===== src/sv/tpmra_ram.sv =====
// Generic single-write, single-read RAM with a registered read port.
// Used for the slot table of the page-map ring allocator; no dependencies.
module tpmra_ram #(
    parameter int WIDTH = 8,
    parameter int DEPTH = 16
) (
    input  logic                     i_clk,
    input  logic                     i_we,
    input  logic [$clog2(DEPTH)-1:0] i_waddr,
    input  logic [WIDTH-1:0]         i_wdata,
    input  logic [$clog2(DEPTH)-1:0] i_raddr,
    output logic [WIDTH-1:0]         o_rdata
);

    logic [WIDTH-1:0] r_mem [DEPTH];
    logic [WIDTH-1:0] r_rdata;

    always_ff @(posedge i_clk) begin
        if (i_we) begin
            r_mem[i_waddr] <= i_wdata;
        end
        r_rdata <= r_mem[i_raddr];
    end

    assign o_rdata = r_rdata;

endmodule


===== config.mk =====
export PLATFORM = sky130hd
export DESIGN_NAME = tpmra_ram
export DESIGN_NICKNAME = d
export VERILOG_FILES = /design/src/sv/tpmra_ram.sv
export SDC_FILE = /design/constraint.sdc
export NUM_CORES = 1
export LEC_CHECK = 0
export ABC_CLOCK_PERIOD_IN_PS = 1500
export BUFFER_PORTS_ARGS = -buffer_cell sky130_fd_sc_hd__clkbuf_2
export CAP_MARGIN = 20
export CORE_ASPECT_RATIO = 1.2
export CORE_MARGIN = 2
export CORE_UTILIZATION = 54
export DETAILED_ROUTE_END_ITERATION = 7
export PLACE_DENSITY_LB_ADDON = 0.15
export SLEW_MARGIN = 15
export SYNTH_ARGS = -nofsm -noshare
export SYNTH_HDL_FRONTEND = slang
export SYNTH_SLANG_ARGS = --single-unit

===== constraint.sdc =====
create_clock -name i_clk -period 1.5 [get_ports i_clk]
set_input_delay 0.15 -clock i_clk [delete_from_list [all_inputs] [get_ports i_clk]]
set_output_delay 0.15 -clock i_clk [all_outputs]
set_load 0.01 [all_outputs]

### Yosys cells after proc, flatten, opt, wreduce, memory -nomap -nowiden

Memories as Yosys holds them, arrays and structs flattened. A register that Yosys moved wholly into a read port is not among the register bits.
Index checks and enable logic that the tools add are counted.

| storage, ports and cells | value |
|---|---|
| register bits | 0 |
| memory bits (writable) | 128 |
| input bits | 18 |
| output and inout port bits | 8 |
| word-level logic and storage cells | 3 |
| memories kept | 1 |

Memories:

| name | words | width | rd ports | clocked after Yosys merged registers in | wr ports | line | RTL |
|---|---|---|---|---|---|---|---|
| r_mem | 16 | 8 | 1 | 1 | 1 | 15 | `logic [WIDTH-1:0] r_mem [DEPTH];` |

| cells by class | value |
|---|---|
| muxes and demuxes | 2 |

Operators by type and width:

| cell | number |
|---|---|
| $mux 1 | 2 |

### Logic depth before layout (Yosys ltp)

Gate-level depths: netlist of the first run.

| logic depth | value |
|---|---|
| word-level depth | 2 |
| gate-level depth with buffers | 5 |
| gate-level depth less buffers | 3 |

### Least setup slack after synthesis of the first run

OpenSTA, ideal clock, no wires.

| timing path | value |
|---|---|
| path kind | input -> register |
| from | input i_waddr[2] |
| to | memory r_mem[0][0] (enable) |
| library setup time | 383 ps |
| arrival time | 1,260 ps |
| data required time | 1,117 ps |
| setup slack | -143 ps |
| stages | 2 |
| path buffers | 0 |
| path through | or3b_2 nor3_1 |

RTL lines:

| element | line | RTL |
|---|---|---|
| from (decl) | 9 | `input logic [$clog2(DEPTH)-1:0] i_waddr,` |
| to (decl) | 15 |  |

No word-level cell before the write port.

==> impl_summary.txt, run 1 <==
----------------------------------------------------
[Drt]
  Post-detailed-route count of antenna-violating nets ... 0
  Via count ... approximately 2500
  Number of vias per cell after detailed routing ... 5.775
  Detailed Route Iter0 Violations ... slightly above 300
  Detailed-route DRC error count ... 0
  Number of iterations in the first detailed-routing pass ... 4
  Routed len/inst ... about 23 um
  Final Routed Wirelength ... 9884 um

[Critical path]
  Data arrival time of the critical path ... 1.71 ns
  Source of the worst register-to-register timing path ... r_mem[2][2]$_DFFE_PP_
  Critical-path cell list ... mux4_1 > a22oi_1 > nand2_1
  Terminus of the critical flop-to-flop path ... o_rdata[2]$_DFF_P_
  CP Class ... reg -> reg
  Critical path buffer and inverter count ... 0
  Type of element launching the critical path ... flip-flop
  Slowest-stage cell, CP ... mux4_1
  Critical path required time ... between 1.5 and 2 ns
  Delay of the slowest cell on the worst path ... about 0.51 ns
  Length in cells of the worst reg-to-reg path ... 3
  Cell family with the largest share of critical-path delay ... multiplexers
  Internal reg-to-reg setup slack ... 0.08 ns
  Peak fanout along the critical path ... 1
  CP Capture Type ... flip-flop
  Levels on crit path ... 3

[Placement]
  Port Buffers ... 25
  HPWL Detailed ... about 6400 um
  Gp weighted congestion ... 0.7802
  Post-detailed-placement cell area ... 0.005635 mm^2
  Worst slack after detailed placement ... -0.1616 ns

[Clock tree]
  Clock tree from TritonCTS ... built
  Clock latency of the later-clocked register in the worst-skew pair ... 0.41 ns
  Sink count of the clock tree ... 136
  CTS Buffer Depth ... 2
  # resized after CTS ... 0
  Clk slew on worst S/H paths ... 0.06 ns
  Total clock buffers created by CTS ... 17
  Count of hold-fix buffers inserted at cts ... 0
  H-Tree Level Count ... 4
  Number of buffers added for setup after CTS ... 0
  Root buffer selected by CTS ... clkbuf_16

[Finish]
  Number of filler cells placed in the layout ... about 610
  Area growth from synthesis to final layout ... 20.61%
  Sequential cell area in the final layout ... roughly 0.004 mm^2
  Net count reported at finish ... approximately 310
  Utilization of the core after routing ... 0.6592
  Antenna Cells ... 0
  Fraction of layout cells with a size suffix above 1 ... 0.3506
  Area of the multi-input gates ... approximately 0.0011 mm^2
  Post-route design area ... 0.006208 mm^2

[STA]
  Relative slew margins ... 0.4119
  Final-report setup violation count ... 0
  Number of max-slew violations in the final report ... 0
  Worst Skew ... 0.008467 ns
  Part of the cycle the worst path needs ... 0.9496
  Setup repair after global routing missed its margin ... false
  Crit path time final ... 1.424 ns
  Post-route setup slack ... 0.07564 ns
  FMAX ... about 0.70 GHz
  Hold Violations, Final ... 0
  Slew of the pin with the lowest slew margin ... 0.8789 ns

[Min path]
  Hold-critical path depth ... 1
  Hold wc startpoint ... i_wdata[3]
  Min-delay worst type ... in -> reg
  Hold path endpoint ... r_mem[11][3]$_DFFE_PP_

[Pwr]
  Maximum vdd ir drop ... about 900 uV
  Overall power of the completed layout ... 8.634 mW
  Leakage power total ... 2.163 nW
  Pwr dens ... 1391 mW/mm^2

[Synth]
  Most area-consuming cells after synthesis ... edfxtp_1, mux4_2, mux4_1
  Number of instances in the synthesized netlist ... 229
  Post-Synthesis Cell Area ... 0.005147 mm^2
  Synthesis Warnings ... 0
  Number of nets in the synthesized netlist ... 247
  Distinct cell type count of the synthesized netlist ... 19
  Area share of the largest cell type after synthesis ... 0.7467
  Part of the Yosys area used for sequential elements ... 0.7778
  Library cell with the largest summed area after synthesis ... edfxtp_1
  Total of flip-flops plus latches after synthesis ... around 140
  Syn avg cell area ... approximately 22 um^2

[Die]
  Vertical die dimension ... between 100 and 150 um
  Area of the die ... 0.01033 mm^2
  Row cnt ... 39
  CORE AREA ... between 0.009 and 0.01 mm^2
  Starting utilization of the core area ... 0.5466
  Die X ... 93.13 um
  Count of boundary I/O pins ... 26

[Run status]
  Outcome ... completed

[GRT]
  Largest net degree at the start of global routing ... 24
  Number of antenna violations at the first check in global routing ... 0
  Via count of the first global-routing pass ... 2544
  Wire length of the first global-routing pass ... 15070 um
  Global-route total usage across every layer ... 0.2111
  Total congestion overflow after global routing ... 0

[Job]
  Max-Cap Viols ... 0

----------------------------------------------------
## worst max path at each step
stage	start	end	slack [ns]
6_report	r_mem[2][2]$_DFFE_PP_	o_rdata[2]$_DFF_P_	0.08
4_1_cts	r_mem[9][1]$_DFFE_PP_	o_rdata[1]$_DFF_P_	0.08
3_3_place_gp	i_raddr[0]	o_rdata[7]$_DFF_P_	-0.14
2_1_floorplan	i_waddr[2]	r_mem[3][0]$_DFFE_PP_	0.08
3_5_place_dp	i_raddr[0]	o_rdata[7]$_DFF_P_	-0.16
5_1_grt	r_mem[2][2]$_DFFE_PP_	o_rdata[2]$_DFF_P_	0.02
## per-stage QoR
stage | TNS, ns | hold WS, ns | instances
2_1_floorplan | 0 | 0.2489 | 229
3_3_place_gp | -0.6367 | 0.5388 | 399
3_5_place_dp | -0.7234 | 0.5387 | 399
4_1_cts | 0 | 0.1584 | 431
5_1_grt | 0 | 0.1959 | 431
6_report | 0 | 0.1737 | 431
## per-layer routing
metal,up-vias,global-route usage,share of wire
met5,-,0,0
met4,0,0.06471,0.011
met3,9,0.06322,0.059
met2,87,0.3217,0.49
met1,1282,0.2998,0.44
li1,1111,-,-
## cells in the mapped netlist (all sizes together)
cell / instances
nor3: 4
nand2b: 2
edfxtp: 128
dfxtp: 8
nand3: 1
clkdlybuf4s25: 3
nand3b: 2
nand2: 9
and2b: 1
and2: 1
mux4: 32
a22oi: 16
nor2: 13
or3b: 1
buf: 7
nor2b: 1
## logic make-up (layout without fill, tap and decap cells)
group	after synthesis	in the layout	synth area share
simple gates	35	35	0.03184
flops	136	136	0.7778
buf+inv	10	89	0.01677
mux	32	32	0.1502
compound gates	16	16	0.02334
## where the power goes
group,internal (mW),switching [mW]
clock network,2.47,1.46
logic,0.191,0.235
registers,4.25,0.0287
## placed cells by master (no fill, tap or decap), types with 2 or more instances in the layout
cell type	Yosys	final
nor2_1	13	13
clkbuf_16	0	17
a22oi_1	16	16
clkbuf_2	0	25
clkinv_2	0	6
bufinv_16	0	2
mux4_2	18	18
nand3b_1	2	2
buf_12	0	4
edfxtp_1	128	128
clkinvlp_4	0	3
buf_4	1	28
mux4_1	14	14
nand2_1	9	9
nor3_1	4	3
dfxtp_1	8	8
nand2b_1	2	2
clkinv_4	0	2
## state kept, by name, indices dropped and copies added, names as in the netlist
| name | cells |
|---|---|
| o_rdata | 8 |
| r_mem | 128 |
## area by class of cell
class / instances / share of cell area
Tap cell: 123 / 0.02479
Sequential cell: 136 / 0.6449
Timing Repair Buffer: 57 / 0.06691
Clock buffer: 19 / 0.07134
Multi-Input combinational cell: 83 / 0.1711
Clock inverter: 13 / 0.02096
No activity file was read; power rests on OpenSTA's default activity.
==> run 2, diff against run 1 <==
- RECOVER_POWER: default -> 100
==> impl_summary.txt, run 2 (synthesis gave the netlist of run 1 again) <==
----------------------------------------------------
[Run status]
  Outcome ... completed (unchanged)

[STA]
  Post-route worst hold slack ... 0.2782 ns (was 0.1737 ns)
  Crit path time final ... 1.425 ns (was 1.424 ns)
  Final-report setup violation count ... 0 (unchanged)
  Post-Route Setup TNS ... 0 ns (unchanged)
  Post-route setup slack ... 0.07512 ns (was 0.07564 ns)
  Part of the cycle the worst path needs ... 0.9499 (was 0.9496)
  Slew of the pin with the lowest slew margin ... 0.8565 ns (was 0.8789 ns)
  Setup repair after global routing missed its margin ... false (unchanged)
  Number of max-slew violations in the final report ... 0 (unchanged)
  Worst Skew ... 0.005554 ns (was 0.008467 ns)
  FMAX ... 0.7018 GHz (was 0.7021 GHz)
  Relative slew margins ... 0.4269 (was 0.4119)
  Hold Violations, Final ... 0 (unchanged)

[Clock tree]
  H-Tree Level Count ... 4 (unchanged)
  Total clock buffers created by CTS ... 17 (unchanged)
  CTS Buffer Depth ... 2 (unchanged)
  Clock latency of the later-clocked register in the worst-skew pair ... 0.41 ns (about the same)
  Sink count of the clock tree ... 136 (unchanged)
  Number of buffers added for setup after CTS ... 0 (unchanged)
  Clk slew on worst S/H paths ... 0.06 ns (about the same)
  Clock tree from TritonCTS ... built (unchanged)
  Count of hold-fix buffers inserted at cts ... 0 (unchanged)
  Root buffer selected by CTS ... clkbuf_16 (unchanged)
  # resized after CTS ... 0 (unchanged)

[Drt]
  Number of iterations in the first detailed-routing pass ... 5 (was 4)
  Detailed-route DRC error count ... 0 (unchanged)
  Final Routed Wirelength ... 9946 um (was 9884 um)
  Number of vias per cell after detailed routing ... 5.749 (was 5.775)
  Post-detailed-route count of antenna-violating nets ... 0 (unchanged)
  Detailed Route Iter0 Violations ... 263 (was 303)
  Via count ... 2478 (was 2489)
  Routed len/inst ... 23.08 um (was 22.93 um)

[Placement]
  Gp weighted congestion ... 0.7802 (unchanged)
  Worst slack after detailed placement ... -0.1616 ns (unchanged)
  HPWL Detailed ... 6444 um (unchanged)
  Port Buffers ... 25 (unchanged)

[Critical path]
  Source of the worst register-to-register timing path ... r_mem[9][1]$_DFFE_PP_ (was r_mem[2][2]$_DFFE_PP_)
  CP Capture Type ... flip-flop (unchanged)
  Critical path required time ... 1.79 ns (about the same)
  Type of element launching the critical path ... flip-flop (unchanged)
  Crit path from ... r_mem[9][1]$_DFFE_PP_ (was r_mem[2][2]$_DFFE_PP_)
  Peak fanout along the critical path ... 1 (unchanged)
  CP Class ... reg -> reg (unchanged)
  Data arrival time of the critical path ... 1.71 ns (about the same)

[Finish]
  Fraction of layout cells with a size suffix above 1 ... 0.2110 (was 0.3506)
  Number of filler cells placed in the layout ... 655 (was 606)
  Antenna Cells ... 0 (unchanged)
  Most common cell after layout, fill and taps aside ... edfxtp_1 (unchanged)
  Register name with the most flops ... r_mem (unchanged)
  Number of flip-flops in the largest register ... 128 (unchanged)
  Area growth from synthesis to final layout ... 18.38% (was 20.61%)
  Top library cells by usage in the layout, fill and taps aside ... edfxtp_1, clkbuf_1, mux4_2, clkbuf_16, a22oi_1 (was edfxtp_1, buf_4, clkbuf_2, mux4_2, clkbuf_16)
  Utilization of the core after routing ... 0.6470 (was 0.6592)
  Net count reported at finish ... 313 (unchanged)

[Die]
  Row cnt ... 39 (unchanged)
  Starting utilization of the core area ... 0.5466 (unchanged)
  CORE AREA ... 0.009418 mm^2 (unchanged)
  Area of the die ... 0.01033 mm^2 (unchanged)
  Die X ... 93.13 um (unchanged)
  Vertical die dimension ... 111.0 um (unchanged)
  Count of boundary I/O pins ... 26 (unchanged)

[Pwr]
  Overall power of the completed layout ... 8.617 mW (was 8.634 mW)
  Leakage power total ... 2.007 nW (was 2.163 nW)
  Pwr dens ... 1414 mW/mm^2 (was 1391 mW/mm^2)
  Maximum vdd ir drop ... 915.8 uV (was 911.8 uV)

[Min path]
  Hold wc startpoint ... i_wdata[3] (unchanged)
  Min-delay worst type ... in -> reg (unchanged)

[GRT]
  Via count of the first global-routing pass ... 2544 (unchanged)
  Wire length of the first global-routing pass ... 15070 um (unchanged)
  Largest net degree at the start of global routing ... 24 (unchanged)
  Global-route total usage across every layer ... 0.2111 (unchanged)
  Number of antenna violations at the first check in global routing ... 0 (unchanged)
  Total congestion overflow after global routing ... 0 (unchanged)

[Job]
  Max-Cap Viols ... 0 (unchanged)

----------------------------------------------------
## run 2: cell count changes in the layout (fill, tap and decap cells not counted), sizes merged
cell    delta
buf       -23
clkbuf    +23
## run 2: final cells by class
class	count	area, um^2	area share
sequential	136	4004	0.6571
clock inverter	13	130.1	0.02136
tap	123	153.9	0.02526
clock buffer	19	442.9	0.07269
multi-input combinational	83	1057	0.1735
timing repair buffer	57	305.3	0.05010
## run 2: where the power goes
group / total [mW] / switching [mW] / internal, mW
clock: 3.93 / 1.46 / 2.47
combinational: 0.405 / 0.234 / 0.171
sequential: 4.28 / 0.0287 / 4.25
total: 8.62 / 1.72 / 6.89
## run 2: critical path, stage by stage (launching register included)
cell,delay (ns)
edfxtp_1,0.38
mux4_1,0.51
a22oi_1,0.33
nand2_1,0.10
## run 2: through the flow
stage / cells / cell area [um^2]
after floorplan: 229 / 5152
after global placement: 399 / 5635
after detailed placement: 399 / 5635
after CTS: 431 / 6208
after global routing: 431 / 6093
final: 431 / 6093
## run 2: path summary, 6_finish.rpt
path | endpoint | slack, ns | cells past startpoint
setup / recovery | o_rdata[1]$_DFF_P_ | 0.08 | 3
hold / removal | r_mem[11][3]$_DFFE_PP_ | 0.28 | 1
setup reg to reg | o_rdata[1]$_DFF_P_ | 0.08 | 3
hold reg to reg | o_rdata[5]$_DFF_P_ | 0.67 | 3
## run 2: metal layers
| layer | GRT usage | part of all wire | up-vias |
|---|---|---|---|
| li1 | - | - | 1110 |
| met1 | 0.2998 | 0.44 | 1276 |
| met2 | 0.3217 | 0.49 | 83 |
| met3 | 0.06322 | 0.063 | 9 |
| met4 | 0.06471 | 0.0089 | 0 |
| met5 | 0 | 0 | - |
